`src/rtl/core/dar_pkg.sv`:
```
// Shared types and constants for the DNS answer address rewriter.
package dar_pkg;

  localparam int unsigned CFG_INDEX_W = 2;
  localparam int unsigned CFG_DATA_W  = 32;

  localparam logic [CFG_INDEX_W-1:0] CFG_REPLACE_ADDR   = 2'd0;
  localparam logic [CFG_INDEX_W-1:0] CFG_REWRITE_ENABLE = 2'd1;

  localparam logic [31:0] REPLACE_ADDR_RST   = 32'h0606_0606;
  localparam logic        REWRITE_ENABLE_RST = 1'b1;

  localparam logic [3:0] HDR_QR_POS      = 4'd2;
  localparam logic [3:0] HDR_QDCOUNT_HI  = 4'd4;
  localparam logic [3:0] HDR_QDCOUNT_LO  = 4'd5;
  localparam logic [3:0] HDR_ANCOUNT_HI  = 4'd6;
  localparam logic [3:0] HDR_ANCOUNT_LO  = 4'd7;
  localparam logic [3:0] HDR_LAST_POS    = 4'd11;
  localparam logic [3:0] QFIX_LAST_POS   = 4'd3;
  localparam logic [3:0] RR_TYPE_HI      = 4'd0;
  localparam logic [3:0] RR_TYPE_LO      = 4'd1;
  localparam logic [3:0] RR_RDLEN_HI     = 4'd8;
  localparam logic [3:0] RR_RDLEN_LO     = 4'd9;
  localparam logic [3:0] ADDR_BYTES      = 4'd4;
  localparam logic [3:0] FIELD_POS_MAX   = 4'd15;

  localparam logic [1:0]  PTR_MARK   = 2'b11;
  localparam logic [15:0] TYPE_A     = 16'd1;
  localparam logic [15:0] A_RDLENGTH = 16'd4;

  typedef enum logic [3:0] {
    PH_HEADER = 4'd0,
    PH_QNAME  = 4'd1,
    PH_QFIXED = 4'd2,
    PH_ANAME  = 4'd3,
    PH_APTR   = 4'd4,
    PH_ALABEL = 4'd5,
    PH_RRFIX  = 4'd6,
    PH_RDATA  = 4'd7,
    PH_IDLE   = 4'd8
  } phase_t;

  typedef struct packed {
    logic [7:0] out_byte;
    logic       out_last;
    logic       replaced;
  } result_t;

endpackage

```
`src/rtl/core/dar_in_if.sv`:
```
// Input channel carrying message bytes with valid/ready handshake.
interface dar_in_if;
  logic       valid;
  logic       ready;
  logic [7:0] in_byte;
  logic       in_last;

  modport source (output valid, output in_byte, output in_last, input ready);
  modport sink (input valid, input in_byte, input in_last, output ready);
endinterface

```
`src/rtl/core/dar_out_if.sv`:
```
// Result channel carrying rewritten message bytes with valid/ready handshake.
interface dar_out_if;
  logic       valid;
  logic       ready;
  logic [7:0] out_byte;
  logic       out_last;
  logic       replaced;

  modport source (output valid, output out_byte, output out_last, output replaced,
                  input ready);
  modport sink (input valid, input out_byte, input out_last, input replaced,
                output ready);
endinterface

```
`src/rtl/core/dns_a_record_rewrite_top.sv`:
```
// Streaming DNS response parser that overwrites the address of type A answers.
//
// Each word is one message byte and every byte comes out again, one result per
// word, in order. The block takes one word per cycle while its skid entry is
// empty; the parser state is a single set of registers updated once per byte,
// and a two-entry output register lets the input deliver one more word while
// the result side stalls. If rewriting is enabled, answers of type A with four
// bytes of data get those bytes replaced by the configured address, most
// significant byte first, with the replaced flag set. The last word returns
// the parser to its header phase; configuration registers keep their values.
module dns_a_record_rewrite_top
  import dar_pkg::*;
(
  input  logic                   clk,
  input  logic                   rst_n,
  dar_in_if.sink                 in_chan,
  dar_out_if.source              out_chan,
  input  logic                   cfg_we,
  input  logic [CFG_INDEX_W-1:0] cfg_index,
  input  logic [CFG_DATA_W-1:0]  cfg_wdata
);

  logic [31:0] replace_addr_r;
  logic        rewrite_enable_r;

  phase_t      phase_r, phase_nxt;
  logic [3:0]  field_pos_r, field_pos_nxt;
  logic        is_response_r, is_response_nxt;
  logic [15:0] questions_left_r, questions_left_nxt;
  logic [15:0] answers_left_r, answers_left_nxt;
  logic [15:0] record_type_r, record_type_nxt;
  logic [15:0] data_length_r, data_length_nxt;
  logic [15:0] data_left_r, data_left_nxt;
  logic        rewrite_active_r, rewrite_active_nxt;

  result_t     out_word_r, skid_word_r, result;
  logic        out_valid_r, skid_valid_r;

  logic        accept;
  logic        take;
  logic [7:0]  b;
  logic [15:0] answers_dec;
  logic [15:0] questions_dec;
  logic [15:0] data_left_dec;

  assign b      = in_chan.in_byte;
  assign accept = in_chan.valid && in_chan.ready;
  assign take   = out_valid_r && out_chan.ready;

  assign in_chan.ready     = !skid_valid_r;
  assign out_chan.valid    = out_valid_r;
  assign out_chan.out_byte = out_word_r.out_byte;
  assign out_chan.out_last = out_word_r.out_last;
  assign out_chan.replaced = out_word_r.replaced;

  assign answers_dec   = answers_left_r - 16'd1;
  assign questions_dec = questions_left_r - 16'd1;
  assign data_left_dec = data_left_r - 16'd1;

  always_ff @(posedge clk) begin
    if (!rst_n) begin
      replace_addr_r   <= REPLACE_ADDR_RST;
      rewrite_enable_r <= REWRITE_ENABLE_RST;
    end else if (cfg_we) begin
      unique case (cfg_index)
        CFG_REPLACE_ADDR:   replace_addr_r   <= cfg_wdata[31:0];
        CFG_REWRITE_ENABLE: rewrite_enable_r <= cfg_wdata[0];
        default: ;
      endcase
    end
  end

  // Next parser state for the byte on the input.
  always_comb begin
    phase_nxt          = phase_r;
    field_pos_nxt      = field_pos_r;
    is_response_nxt    = is_response_r;
    questions_left_nxt = questions_left_r;
    answers_left_nxt   = answers_left_r;
    record_type_nxt    = record_type_r;
    data_length_nxt    = data_length_r;
    data_left_nxt      = data_left_r;
    rewrite_active_nxt = rewrite_active_r;

    unique case (phase_r)
      PH_HEADER: begin
        case (field_pos_r)
          HDR_QR_POS:     is_response_nxt    = b[7];
          HDR_QDCOUNT_HI: questions_left_nxt = {b, 8'h00};
          HDR_QDCOUNT_LO: questions_left_nxt = questions_left_r | {8'h00, b};
          HDR_ANCOUNT_HI: answers_left_nxt   = {b, 8'h00};
          HDR_ANCOUNT_LO: answers_left_nxt   = answers_left_r | {8'h00, b};
          default: ;
        endcase
        if (field_pos_r >= HDR_LAST_POS) begin
          field_pos_nxt = 4'd0;
          if (!is_response_r) begin
            phase_nxt = PH_IDLE;
          end else if (questions_left_r != 16'd0) begin
            phase_nxt = PH_QNAME;
          end else begin
            phase_nxt = (answers_left_r != 16'd0) ? PH_ANAME : PH_IDLE;
          end
        end else begin
          field_pos_nxt = field_pos_r + 4'd1;
        end
      end
      PH_QNAME: begin
        if (b == 8'h00) begin
          phase_nxt     = PH_QFIXED;
          field_pos_nxt = 4'd0;
        end
      end
      PH_QFIXED: begin
        if (field_pos_r >= QFIX_LAST_POS) begin
          questions_left_nxt = questions_dec;
          field_pos_nxt      = 4'd0;
          if (questions_dec != 16'd0) begin
            phase_nxt = PH_QNAME;
          end else begin
            phase_nxt = (answers_left_r != 16'd0) ? PH_ANAME : PH_IDLE;
          end
        end else begin
          field_pos_nxt = field_pos_r + 4'd1;
        end
      end
      PH_ANAME: begin
        if (b[7:6] == PTR_MARK) begin
          phase_nxt = PH_APTR;
        end else if (b == 8'h00) begin
          phase_nxt = PH_RRFIX;
        end else begin
          phase_nxt = PH_ALABEL;
        end
        field_pos_nxt = 4'd0;
      end
      PH_APTR: begin
        phase_nxt     = PH_RRFIX;
        field_pos_nxt = 4'd0;
      end
      PH_ALABEL: begin
        if (b == 8'h00) begin
          phase_nxt     = PH_RRFIX;
          field_pos_nxt = 4'd0;
        end
      end
      PH_RRFIX: begin
        case (field_pos_r)
          RR_TYPE_HI:  record_type_nxt = {b, 8'h00};
          RR_TYPE_LO:  record_type_nxt = record_type_r | {8'h00, b};
          RR_RDLEN_HI: data_length_nxt = {b, 8'h00};
          RR_RDLEN_LO: data_length_nxt = data_length_r | {8'h00, b};
          default: ;
        endcase
        if (field_pos_r >= RR_RDLEN_LO) begin
          data_left_nxt = data_length_nxt;
          field_pos_nxt = 4'd0;
          if (data_length_nxt != 16'd0) begin
            phase_nxt          = PH_RDATA;
            rewrite_active_nxt = rewrite_enable_r && (record_type_r == TYPE_A) &&
                                 (data_length_nxt == A_RDLENGTH);
          end else begin
            rewrite_active_nxt = 1'b0;
            answers_left_nxt   = answers_dec;
            phase_nxt          = (answers_dec != 16'd0) ? PH_ANAME : PH_IDLE;
          end
        end else begin
          field_pos_nxt = field_pos_r + 4'd1;
        end
      end
      PH_RDATA: begin
        if (field_pos_r < FIELD_POS_MAX) begin
          field_pos_nxt = field_pos_r + 4'd1;
        end
        data_left_nxt = data_left_dec;
        if (data_left_dec == 16'd0) begin
          rewrite_active_nxt = 1'b0;
          answers_left_nxt   = answers_dec;
          field_pos_nxt      = 4'd0;
          phase_nxt          = (answers_dec != 16'd0) ? PH_ANAME : PH_IDLE;
        end
      end
      default: phase_nxt = PH_IDLE;
    endcase

    if (in_chan.in_last) begin
      phase_nxt          = PH_HEADER;
      field_pos_nxt      = 4'd0;
      is_response_nxt    = 1'b0;
      questions_left_nxt = 16'd0;
      answers_left_nxt   = 16'd0;
      record_type_nxt    = 16'd0;
      data_length_nxt    = 16'd0;
      data_left_nxt      = 16'd0;
      rewrite_active_nxt = 1'b0;
    end
  end

  // Result word for the byte on the input.
  always_comb begin
    result.out_byte = b;
    result.out_last = in_chan.in_last;
    result.replaced = 1'b0;
    if (phase_r == PH_RDATA && rewrite_active_r && field_pos_r < ADDR_BYTES) begin
      result.replaced = 1'b1;
      case (field_pos_r[1:0])
        2'd0:    result.out_byte = replace_addr_r[31:24];
        2'd1:    result.out_byte = replace_addr_r[23:16];
        2'd2:    result.out_byte = replace_addr_r[15:8];
        default: result.out_byte = replace_addr_r[7:0];
      endcase
    end
  end

  always_ff @(posedge clk) begin
    if (!rst_n) begin
      phase_r          <= PH_HEADER;
      field_pos_r      <= 4'd0;
      is_response_r    <= 1'b0;
      questions_left_r <= 16'd0;
      answers_left_r   <= 16'd0;
      record_type_r    <= 16'd0;
      data_length_r    <= 16'd0;
      data_left_r      <= 16'd0;
      rewrite_active_r <= 1'b0;
    end else if (accept) begin
      phase_r          <= phase_nxt;
      field_pos_r      <= field_pos_nxt;
      is_response_r    <= is_response_nxt;
      questions_left_r <= questions_left_nxt;
      answers_left_r   <= answers_left_nxt;
      record_type_r    <= record_type_nxt;
      data_length_r    <= data_length_nxt;
      data_left_r      <= data_left_nxt;
      rewrite_active_r <= rewrite_active_nxt;
    end
  end

  // A new word is only accepted while the skid entry is empty.
  always_ff @(posedge clk) begin
    if (!rst_n) begin
      out_valid_r  <= 1'b0;
      skid_valid_r <= 1'b0;
    end else begin
      if (take) begin
        if (skid_valid_r) begin
          out_word_r   <= skid_word_r;
          skid_valid_r <= 1'b0;
        end else if (accept) begin
          out_word_r <= result;
        end else begin
          out_valid_r <= 1'b0;
        end
      end else if (accept) begin
        if (!out_valid_r) begin
          out_word_r  <= result;
          out_valid_r <= 1'b1;
        end else begin
          skid_word_r  <= result;
          skid_valid_r <= 1'b1;
        end
      end
    end
  end

endmodule
```
`src/flat_wrapper.sv`:
```
// flat-port wrapper written by rule: the top's interface ports become plain ports
module dns_a_record_rewrite_top_flat import dar_pkg::*;
  (clk, rst_n, cfg_we, cfg_index, cfg_wdata, in_chan_valid, in_chan_in_byte, in_chan_in_last, in_chan_ready, out_chan_valid, out_chan_out_byte, out_chan_out_last, out_chan_replaced, out_chan_ready);
  dar_in_if in_chan_i ();
  dar_out_if out_chan_i ();
  input  logic clk;
  input  logic rst_n;
  input  logic cfg_we;
  input  logic [CFG_INDEX_W-1:0] cfg_index;
  input  logic [CFG_DATA_W-1:0] cfg_wdata;
  input wire logic [$bits(in_chan_i.valid)-1:0] in_chan_valid;
  input wire logic [$bits(in_chan_i.in_byte)-1:0] in_chan_in_byte;
  input wire logic [$bits(in_chan_i.in_last)-1:0] in_chan_in_last;
  output wire logic [$bits(in_chan_i.ready)-1:0] in_chan_ready;
  output wire logic [$bits(out_chan_i.valid)-1:0] out_chan_valid;
  output wire logic [$bits(out_chan_i.out_byte)-1:0] out_chan_out_byte;
  output wire logic [$bits(out_chan_i.out_last)-1:0] out_chan_out_last;
  output wire logic [$bits(out_chan_i.replaced)-1:0] out_chan_replaced;
  input wire logic [$bits(out_chan_i.ready)-1:0] out_chan_ready;
  assign in_chan_i.valid = in_chan_valid;
  assign in_chan_i.in_byte = in_chan_in_byte;
  assign in_chan_i.in_last = in_chan_in_last;
  assign in_chan_ready = in_chan_i.ready;
  assign out_chan_valid = out_chan_i.valid;
  assign out_chan_out_byte = out_chan_i.out_byte;
  assign out_chan_out_last = out_chan_i.out_last;
  assign out_chan_replaced = out_chan_i.replaced;
  assign out_chan_i.ready = out_chan_ready;
  dns_a_record_rewrite_top u_core (.clk(clk), .rst_n(rst_n), .in_chan(in_chan_i), .out_chan(out_chan_i), .cfg_we(cfg_we), .cfg_index(cfg_index), .cfg_wdata(cfg_wdata));
endmodule
```
`config.mk`:
```
export PLATFORM = sky130hd
export DESIGN_NAME = dns_a_record_rewrite_top_flat
export DESIGN_NICKNAME = d
export VERILOG_FILES = /design/src/rtl/core/dar_pkg.sv /design/src/rtl/core/dar_in_if.sv /design/src/rtl/core/dar_out_if.sv /design/src/rtl/core/dns_a_record_rewrite_top.sv /design/src/flat_wrapper.sv
export SDC_FILE = /design/constraint.sdc
export NUM_CORES = 1
export LEC_CHECK = 0
export ABC_CLOCK_PERIOD_IN_PS = 8180
export BUFFER_PORTS_ARGS = -buffer_cell sky130_fd_sc_hd__buf_2
export CORE_MARGIN = 2
export CORE_UTILIZATION = 45
export DETAILED_ROUTE_END_ITERATION = 12
export PLACE_DENSITY = 0.71
export SYNTH_ARGS = -nofsm -noshare
export SYNTH_HDL_FRONTEND = slang
export SYNTH_SLANG_ARGS = --single-unit
```
`constraint.sdc`:
```
create_clock -name clk -period 8.18 [get_ports clk]
set_clock_uncertainty 0.2 [all_clocks]
set_input_delay 1.227 -clock clk [delete_from_list [all_inputs] [get_ports clk]]
set_output_delay 1.227 -clock clk [all_outputs]
set_load 0.01 [all_outputs]
```
[Yosys cells after proc, flatten, opt, wreduce, memory -nomap -nowiden]
Cells that the tools add are included.
Storage, ports and cells
  bits in latches: 0
  register bits: 145
  word-level logic and storage cells: 179
  memories: 0
  input port bits: 48
  memory bits (read-only): 0
  output and inout bits: 12
  memory bits (writable): 0
Cells by class
  add/subtract/negate cells: 4
  bitwise operators: 6
  multiply operators: 0
  div/mod/pow operators: 0
  reductions and logical operators: 46
  mux-type cells: 64
  shift operators: 0
  order comparisons: 5
  equal/unequal tests: 35
Operators by type and width (number)
  $mux 16: 13
  $pmux 16 s2: 6
  $mux 4: 21
  $reduce_bool 16->1: 5
  $or 16x8->16: 4
  $mux 10: 5
  $pmux 16 s3: 1
  $sub 16x1->16 const B: 3
  $eq 4x3->1 const B: 8
  $pmux 4 s8: 1
  $pmux 4 s6: 1
  $pmux 8 s3: 1
  $reduce_and 4->1: 5
  $ne 3x2->1 const B: 6
  $eq 16x1->1 const B: 1
  $eq 16x3->1 const B: 1
  $logic_not 16->1: 1
  $eq 4x2->1 const B: 3
  $mux 1: 12
  $reduce_and 3->1: 4
  $reduce_bool 2->1: 5
  $reduce_bool 3->1: 3
  $eq 4x1->1 const B: 2
  $eq 4x4->1 const B: 2
  27 further kinds: 46

[Longest topological paths before layout]
Gate-level depths: netlist (run 1).
  depth in word-level cells: 9
  mapped depth: 13
  gate-level depth less buffers: 10

[Least setup slack after synthesis (run 1)]
No wires, ideal clock.
  kind: input port to flip-flop
  start: input rst_n
  end: register u_core.skid_word_r[0] in the netlist's numbering (enable)
  arrival time: 2.914 ns
  setup time: 0.408 ns
  stages: 3
  required time: 7.572 ns
  slack: 4.658 ns
  path buffers: 2
  path through: clkbuf_1 clkbuf_1 nor4b_1
Between the ends
  cells in the longest elaborated chain, start to end: 1
Ends and longest elaborated chain
  from (decl): line flat_wrapper.sv:7  | input logic rst_n;
  $reduce_and 4->1 (no line)
  to (signal assigned): line dns_a_record_rewrite_top.sv:259  | skid_word_r <= result;
  to (decl): line dns_a_record_rewrite_top.sv:36  | result_t out_word_r, skid_word_r, result;
Every way passes these cells.
A chain may end at the register's enable or synchronous reset.

[Worst setup path in the final report (run 1)]
  start: input in_chan_in_last
  end: register u_core.record_type_r[11]
Between the ends
  cells in the longest elaborated chain, start to end: 2
  elaborated cells between the ends (all ways): 4
  those cells by class: 1 x mux; 3 x reduce/logical
Ends and longest elaborated chain
  from (decl): line flat_wrapper.sv:13  | input wire logic [$bits(in_chan_i.in_last)-1:0] in_chan_in_last;
  $reduce_bool 3->1 (no line) / $reduce_bool 2->1 (equally long branches)
  $reduce_and 3->1 (no line)
  to (signal assigned): line dns_a_record_rewrite_top.sv:232  | record_type_r <= record_type_nxt;
  to (decl): line dns_a_record_rewrite_top.sv:31  | logic [15:0] record_type_r, record_type_nxt;
Parallel ways exist; a longest one is shown, timed or not.

==> impl_metrics.yaml, run 1 <==
run_status:
  outcome: "finished clean"
power_and_ir_drop:
  peakVddDrop_uv: 159.4
  leakagePower_uw: 0.003400
  cellPowerDensity_nw_per_um2: 178.0
clocking:
  cts_buffers: 17
  h-tree-depth: 4
  cts_hold_buf: 0
  clock-sinks: 145
  clockBufferDepth: 2
  cts_tree: "yes"
  clkLatencyLatePin_ps: 440
  post_cts_buffers: 0
  ctsRootBufferMaster: "clkbuf_16"
  clk_pin_slew_ps: 60
  post_cts_resized: 0
logic_synthesis:
  synthFlopType: "dfxtp_1"
  synth_nets: 1131
  yosys-top-cells-area: "dfxtp_1, edfxtp_1, nand2_1, a21oi_1, nor2_1"
  yosysWarnings: 0
  netlist_area_um2: 8481
  synth_edf_count: 20
  yosysUniqueCellTypes: 77
  ys_async_sr_fraction_pct: 0
  ys_seq_area_share_pct: 36.59
  synth.most_common_cell: "nand2_1"
  synth_area_leader_cell: "dfxtp_1"
  synth_cells: 1072
  syn_area_per_cell_um2: 7.911
  synth_seq_cells: 145
  synthTopCellsByCount: "nand2_1, dfxtp_1, nor2_1, clkbuf_1, a21oi_1"
  synth_top_area_share_pct: 29.51
routing:
  ant_nets: 0
  dr.pass1.iters: 7
  vias_per_cell: 6.057
  drtIter0Drc: 669
  wl_per_cell_um: 17.02
  drc: 0
  drt-total-wl_um: 22410
  via_count: 7977
placed_design:
  portBuffers: 59
  hpwlAfterDp_um: 14690
  place_congestion: 0.8790
  place_inst: 1285
setup_path:
  cp_top_family: "simple AND/OR/NAND/NOR gates"
  cp_cell_sequence: "buf_2 > buf_4 > inv_1 > o21ai_0 > nand2_1 > or2_2 > nor3b_1 > a22o_1"
  critPathLaunchType: "input port"
  cp_slowest_cell: "nor3b_1"
  worstPathRequired_ps: 8350
  cp-end-kind: "flop"
  arrival_ps: 4330
  crit_fanout: 44
  worst-setup-path-type: "input port to flop"
  critPathMaxStageDelay_ps: 690
  crit_buf_inv: 3
grt:
  overflow: 0
  grt_max_degree: 67
  grt_pass1_vias: 7320
  grt_usage_pct: 22.77
  grt_pass1_wl_um: 37140
  antenna_found_initial: 0
min_path:
  hp-class: "flop to flop"
floorplan:
  initial_utilization_pct: 45.64
  core_um2: 18580
  fp.dieW_um: 141.3
  dieArea_um2: 19960
  die_y_um: 141.3
  ios: 60
  rows: 50
timing:
  worst_pin_slew_ps: 1114
  fmax_ghz: 0.2404
  finalCritPeriodShare_pct: 50.85
  rsz0062_at_grt: "no"
  finalSetupViolations: 0
  holdWs_ps: 264.2
  hold_viol: 0
  finalMaxSlewViolations: 0
  fin_crit_ps: 4159
  slew_headroom_pct: 25.57
  tns_ps: 0
layout:
  drive_gt1_share_pct: 12.37
  antenna_cells: 0
  syn_to_final_growth_pct: 10.53
  fin_cells: 1317
  final_net_count: 1129
flow_run:
  drv_cap: 0
[layer usage]
| metal | wire [um] | track usage [%] |
|---|---|---|
| met4 | 329 | 7.474 |
| met2 | 10580 | 36.94 |
| met5 | 0 | 0 |
| met1 | 10100 | 30.76 |
| met3 | 1398 | 4.219 |
[through the flow]
| stage | instance area (um^2) | power [uW] | utilization (%) | setup slack (ps) |
|---|---|---|---|---|
| 6_report | 9374 | 1669 | 50.45 | 4021 |
| 5_1_grt | 9374 | 1727 | 50.45 | 3693 |
| 4_1_cts | 9374 | 1679 | 50.45 | 4051 |
| 3_5_place_dp | 8801 | 922.3 | 47.37 | 3631 |
| 3_3_place_gp | 8801 | 920.3 | 47.37 | 3665 |
| 2_1_floorplan | 8481 | 873.3 | - | 4658 |
[kinds of logic (layout without fill, tap and decap cells)]
| logic type | after synthesis | count (layout) | share of synthesized area [%] |
|---|---|---|---|
| compound gates | 315 | 315 | 25.32 |
| xor+xnor | 17 | 17 | 1.756 |
| fa+ha+maj | 12 | 12 | 1.741 |
| buf+inv | 107 | 118 | 4.810 |
| flops | 145 | 145 | 36.59 |
| mux | 22 | 22 | 2.862 |
| simple gates | 454 | 454 | 26.93 |
[worst paths after layout]
path                              from  cells past startpoint  slack [ps]                        end
max                    in_chan_in_last                      8        4020   u_core.record_type_r[11]
max reg2reg      u_core.field_pos_r[0]                     10        4040   u_core.answers_left_r[0]
min          u_core.replace_addr_r[30]                      2         260  u_core.replace_addr_r[30]
min reg2reg  u_core.replace_addr_r[30]                      2         260  u_core.replace_addr_r[30]
[worst min-delay path: stages, from the launching register on]
cell	delay, ps
dfxtp_1	310
nand2_1	40
a21boi_0	60
[state kept, by name, indices dropped and copies added (netlist names), 8 cells and up]
name                      cells
u_core.skid_word_r           10
u_core.record_type_r         16
u_core.data_left_r           16
u_core.data_length_r         16
u_core.questions_left_r      16
u_core.answers_left_r        16
u_core.out_chan.out_byte      8
u_core.replace_addr_r        32
[cell type report]
cell class / instances / area (um^2)
fill: 1740 / 9206
multi-input combinational: 820 / 4986
sequential: 145 / 3103
clock buffer: 18 / 429.2
timing repair buffer: 65 / 340.3
tap: 234 / 292.8
clock inverter: 14 / 143.9
inverter: 21 / 78.83
[power by group]
part	switching (uW)	total (uW)	internal [uW]
Sequential	14.8	754	740
Combinational	96.9	154	57.5
Clock	354	760	406
[placed cells by master (no fill, tap or decap), types with 10 or more instances in the layout]
cell / Yosys / final
o21ai_0: 55 / 55
inv_1: 21 / 21
dfxtp_1: 125 / 125
mux2_2: 18 / 18
nor2b_1: 34 / 34
nor3_1: 43 / 42
a31oi_1: 12 / 12
buf_2: 5 / 59
edfxtp_1: 20 / 20
nand3_1: 31 / 31
a21oi_1: 72 / 72
nor2_1: 95 / 95
clkbuf_16: 0 / 17
nor4_1: 22 / 22
ha_1: 11 / 11
a222oi_1: 10 / 10
a21boi_0: 33 / 33
xnor2_1: 11 / 11
nand2_1: 139 / 139
a22oi_1: 17 / 17
Note: power is estimated with default switching activity, not from simulation.
==> run 2: changes to the inputs <==
- ABC_AREA: unset -> 1
- ABC_CLOCK_PERIOD_IN_PS: 8180 -> 3500
- PLACE_DENSITY: 0.71 -> 0.74
- clock period: 8.18 -> 3.5 ns (I/O delays scaled with it)
==> impl_metrics.yaml, run 2 <==
timing:
  finalMaxSlewViolations: 0
  tns_ps: 0
  rsz0062_at_grt: "no"
  slew_headroom_pct: 43.28
  hold_viol: 0
  worst_pin_slew_ps: 849.9
  finalSetupViolations: 0
  finalCritPeriodShare_pct: 87.56
  fin_crit_ps: 3065
  fmax_ghz: 0.3263
min_path:
  hold_path_depth: 3
  hp-class: "input port to flop"
grt:
  grt_pass1_wl_um: 38530
  grt_pass1_vias: 7961
  antenna_found_initial: 0
  grt_max_degree: 59
  grt_usage_pct: 23.77
  overflow: 0
logic_synthesis:
  synth_cells: 1296
  yosysUniqueCellTypes: 45
  synth.most_common_cell: "nand2_1"
  synthTopCellsByCount: "nand2_1, nor2_1, inv_1, dfxtp_1, o21ai_0"
  yosys-top-cells-area: "dfxtp_1, nand2_1, nor2_1, edfxtp_1, o21ai_0"
  synth_top_area_share_pct: 29.58
  synthFlopType: "dfxtp_1"
  ys_seq_area_share_pct: 36.68
  synth_edf_count: 20
  syn_area_per_cell_um2: 6.528
  ys_async_sr_fraction_pct: 0
  synth_area_leader_cell: "dfxtp_1"
  synth_seq_cells: 145
  netlist_area_um2: 8461
  yosysWarnings: 0
  synth_nets: 1355
clocking:
  clock-sinks: 145
  ctsRootBufferMaster: "clkbuf_16"
  cts_buffers: 17
  clkLatencyLatePin_ps: 440
  h-tree-depth: 4
  clk_pin_slew_ps: 70
  clockBufferDepth: 2
  cts_tree: "yes"
  post_cts_buffers: 0
  cts_hold_buf: 0
run_status:
  outcome: "finished clean"
setup_path:
  arrival_ps: 3160
  cp-end-kind: "flop"
  crit_top_cell: "nand2_1"
  worstPathRequired_ps: 3600
  rr_endpoint: "u_core.rewrite_active_r"
  reg2reg_slack_ps: 440
  path_depth: 13
  setup.worst_path.start: "u_core.field_pos_r[1]"
  cp_top_family: "buffers and inverters"
  cp_slowest_cell: "clkinv_1"
  endpoint: "u_core.rewrite_active_r"
  cp_cell_sequence: "inv_1 > ha_1 > inv_1 > nand3_1 > nand2_1 > nand2_1 > nand2_1 > a21oi_1 > clkinv_1 > a21oi_1 > o21ai_0 > o21ai_0 > nor2_1"
  crit_fanout: 17
  crit_buf_inv: 3
  critPathMaxStageDelay_ps: 450
  r2r_start: "u_core.field_pos_r[1]"
  critPathLaunchType: "flop"
  rr_worst_depth: 13
  worst-setup-path-type: "flop to flop"
layout:
  drive_gt1_share_pct: 10.81
  syn_to_final_growth_pct: 13.25
  fillers: 1800
  fin_cells: 1594
  regMostFlops: "u_core.replace_addr_r"
  layout_commonest_cell: "nand2_1"
  final_net_count: 1406
  final_cell_mix: "nand2_1, nor2_1, inv_1"
  largest_reg_flops: 32
  antenna_cells: 0
placed_design:
  portBuffers: 59
  place_inst: 1562
  place_congestion: 0.9488
  hpwlAfterDp_um: 16610
routing:
  wl_met2_um: 10820
  routed.top_layer: "met4"
  vias_per_cell: 5.451
  via_count: 8689
  drc: 0
  dr.pass1.iters: 7
  dr_wl_met3_um: 1464
  wl_met1_um: 10330
  drtIter0Drc: 820
  ant_nets: 0
  drt-total-wl_um: 23510
  wl_per_cell_um: 14.75
floorplan:
  initial_utilization_pct: 45.54
  ios: 60
  fp.dieW_um: 141.1
  rows: 50
  die_y_um: 141.1
  dieArea_um2: 19910
  core_um2: 18580
flow_run:
  drv_cap: 0
power_and_ir_drop:
  cellPowerDensity_nw_per_um2: 444.7
  fin_total_pwr_uw: 4261
  leakagePower_uw: 0.004438
  peakVddDrop_uv: 337.6
==> run 2: cell types whose count changed after synthesis, moves of 45 or more <==
| cell | change |
|---|---|
| nand2_1 | +178 |
| o21ai_0 | +49 |
| nor2_1 | +126 |
| clkbuf_1 | -45 |
| inv_1 | +117 |
==> run 2: layout make-up <==
class / instances / area (um^2) / area share, %
multi-input cells: 962 / 4621 / 48.22
clock inverters: 14 / 162.7 / 1.698
inverters: 146 / 548.0 / 5.720
repair buffers: 75 / 415.4 / 4.335
flip-flops and latches: 145 / 3103 / 32.38
clock buffers: 18 / 439.2 / 4.583
well taps: 234 / 292.8 / 3.056
==> run 2: repair_timing <==
item	4_1_cts	5_1_grt
gates resized for setup	0	1
endpoints found under the setup margin	0	2
hold endpoints to repair	0	0
==> run 2: power breakdown <==
group / internal, uW / switching [uW]
sequential: 1760 / 51.0
combinational: 193 / 403
clock: 1040 / 823
==> run 2: how the worst min path moves through the flow <==
stage                                end                      start  slack [ps]
2_1_floorplan  u_core.replace_addr_r[10]  u_core.replace_addr_r[10]         230
3_3_place_gp    u_core.replace_addr_r[2]   u_core.replace_addr_r[2]         240
3_5_place_dp    u_core.replace_addr_r[2]   u_core.replace_addr_r[2]         250
4_1_cts         u_core.replace_addr_r[1]               cfg_wdata[1]          90
5_1_grt        u_core.replace_addr_r[26]              cfg_wdata[26]         110
6_report        u_core.replace_addr_r[1]               cfg_wdata[1]         100
==> run 2: worst register-to-register path: stages, from the launching register on <==
cell,delay [ps]
dfxtp_1,350
inv_1,110
ha_1,430
inv_1,210
nand3_1,130
nand2_1,140
nand2_1,110
nand2_1,70
a21oi_1,170
clkinv_1,450
a21oi_1,310
o21ai_0,110
o21ai_0,80
nor2_1,50
==> run 2: per-layer routing <==
| layer | track usage [%] | vias up |
|---|---|---|
| met3 | 4.450 | 77 |
| li1 | - | 4328 |
| met1 | 31.08 | 3948 |
| met2 | 38.09 | 336 |
| met5 | 0 | - |
| met4 | 11.05 | 0 |
==> run 2: cell families (layout without fill, tap and decap cells) <==
group | count (synthesis) | in the layout | share of synthesized area, %
flip-flops | 145 | 145 | 36.68
XOR/XNOR | 13 | 13 | 1.346
adder cells (fa/ha/maj) | 11 | 11 | 1.627
buffers and inverters | 189 | 253 | 8.770
AO/OA/AOI/OAI | 257 | 257 | 16.70
multiplexers | 8 | 8 | 1.065
AND/OR/NAND/NOR | 673 | 673 | 33.82
==> run 2: metrics by stage <==
step | util, % | instance area (um^2) | setup slack [ps] | hold slack (ps)
final | 51.57 | 9582 | 435.3 | 98.98
after floorplan | - | 8461 | 995.3 | 228.7
after detailed placement | 48.32 | 8977 | 367.7 | 245.4
after CTS | 51.56 | 9579 | 350.6 | 93.15
after global placement | 48.32 | 8977 | 477.7 | 240.2
after global routing | 51.57 | 9582 | 143.2 | 107.1
==> run 3: changes to the inputs <==
- BUFFER_PORTS_ARGS: -buffer_cell sky130_fd_sc_hd__buf_2 -> -buffer_cell sky130_fd_sc_hd__buf_4
- CELL_PAD_IN_SITES_DETAIL_PLACEMENT: unset -> 0
- CELL_PAD_IN_SITES_GLOBAL_PLACEMENT: unset -> 1
- CORE_UTILIZATION: 45 -> 39
- PLACE_DENSITY: 0.74 -> 0.85
==> impl_metrics.yaml, run 3 (synthesis gave the netlist of run 2 again) <==
run_status:
  outcome: "finished clean"
floorplan:
  dieArea_um2: 22890
  rows: 53
  die_y_um: 151.3
  ios: 60
  initial_utilization_pct: 40.00
  core_um2: 21150
  fp.dieW_um: 151.3
clocking:
  h-tree-depth: 4
  clockBufferDepth: 2
  clkLatencyLatePin_ps: 430
  cts_tree: "yes"
  clk_pin_slew_ps: 70
  cts_hold_buf: 0
  post_cts_buffers: 0
  cts_buffers: 17
  ctsRootBufferMaster: "clkbuf_16"
  post_cts_resized: 0
  clock-sinks: 145
timing:
  slew_headroom_pct: 39.88
  tns_ps: 0
  fin_crit_ps: 3037
  hold_viol: 0
  rsz0062_at_grt: "no"
  finalMaxSlewViolations: 0
  worst_pin_slew_ps: 898.5
  fmax_ghz: 0.3292
  finalCritPeriodShare_pct: 86.78
  finalSetupViolations: 0
placed_design:
  hpwlAfterDp_um: 17840
  place_congestion: 0.8820
  place_inst: 1605
  portBuffers: 59
setup_path:
  worst-setup-path-type: "flop to flop"
  r2r_start: "u_core.field_pos_r[1]"
  reg2reg_slack_ps: 460
  cp-end-kind: "flop"
  critPathLaunchType: "flop"
  arrival_ps: 3160
  crit_fanout: 10
  rr_worst_depth: 15
  rr_endpoint: "u_core.answers_left_r[11]"
  worstPathRequired_ps: 3620
layout:
  antenna_cells: 0
  layout_commonest_cell: "nand2_1"
  multi_input_area_um2: 4618
  fillers: 2234
  fin_cells: 1637
  final_cell_mix: "nand2_1, nor2_1, inv_1"
  syn_to_final_growth_pct: 16.15
  regMostFlops: "u_core.replace_addr_r"
  drive_gt1_share_pct: 10.87
  regArea_um2: 3103
  final_net_count: 1408
  largest_reg_flops: 32
grt:
  grt_pass1_vias: 7933
  grt_usage_pct: 22.46
  overflow: 0
  grt_max_degree: 59
  grt_pass1_wl_um: 40420
  antenna_found_initial: 0
power_and_ir_drop:
  leakagePower_uw: 0.004508
  peakVddDrop_uv: 276.4
  fin_total_pwr_uw: 4314
  cellPowerDensity_nw_per_um2: 439.0
min_path:
  hp-start: "cfg_wdata[9]"
  holdPathEnd: "u_core.replace_addr_r[9]"
  hp-class: "input port to flop"
  hold_path_depth: 3
routing:
  drt-total-wl_um: 24670
  via_count: 8548
  drc: 0
  ant_nets: 0
  wl_per_cell_um: 15.07
  drtIter0Drc: 626
  vias_per_cell: 5.222
  dr.pass1.iters: 5
flow_run:
  drv_cap: 0
## run 3: changes by cell type in the layout (fill, tap and decap cells not counted), moves of 2 or more
cell,change
buf_4,+61
buf_2,-59
clkinv_8,+5
clkinv_4,-2
## run 3: routing by layer
metal	global-route usage, %	share of wire (%)	vias up
met2	36.22	47	226
met5	0	0	-
met1	30.74	46	3950
li1	-	-	4336
met3	3.765	4.9	36
met4	6.916	2.1	0
## run 3: layout make-up
class                           count  share of cell area, %
Sequential cell                   145                  31.58
Inverter                          146                  5.577
Multi-Input combinational cell    962                  47.00
Timing Repair Buffer               77                  5.882
Clock buffer                       18                  4.584
Tap cell                          275                  3.501
Clock inverter                     14                  1.884
## run 3: how the worst max path moves through the flow
stage | depth (start not counted) | startpoint | to
6_report | 15 | u_core.field_pos_r[1] | u_core.answers_left_r[11]
5_1_grt | 15 | u_core.field_pos_r[1] | u_core.answers_left_r[11]
4_1_cts | 15 | u_core.field_pos_r[1] | u_core.answers_left_r[11]
3_5_place_dp | 15 | u_core.field_pos_r[1] | u_core.answers_left_r[11]
3_3_place_gp | 12 | u_core.field_pos_r[1] | u_core.answers_left_r[12]
2_1_floorplan | 15 | u_core.field_pos_r[1] | u_core.answers_left_r[5]
## run 3: per-stage QoR
step                      utilization [%]  instance area (um^2)  hold WS, ps  worst slack, ps
final                               46.45                  9827        101.9            462.5
after floorplan                         -                  8461        228.7            995.3
after detailed placement            43.45                  9191        242.9            491.1
after global placement              43.45                  9191        239.9            594.3
after CTS                           46.45                  9827        92.48            450.4
after global routing                46.45                  9827        102.0            90.75
## run 3: worst max-delay path: stages, from the launching register on
cell and delay (ps):
dfxtp_1 350, inv_1 110, ha_1 430, inv_1 220, nor2_1 380, nand2_1 100
a21oi_1 310, nor2_1 70, nand2_1 70, nor2_1 40, nand2_2 120, nand2_4 90
nand3_4 130, nor2_8 60, o21ai_0 180, nor2_1 60
## run 3: report_power, final
group	internal, uW	total, uW	switching (uW)
clock	1020	1880	867
sequential	1750	1810	51.8
combinational	215	624	409
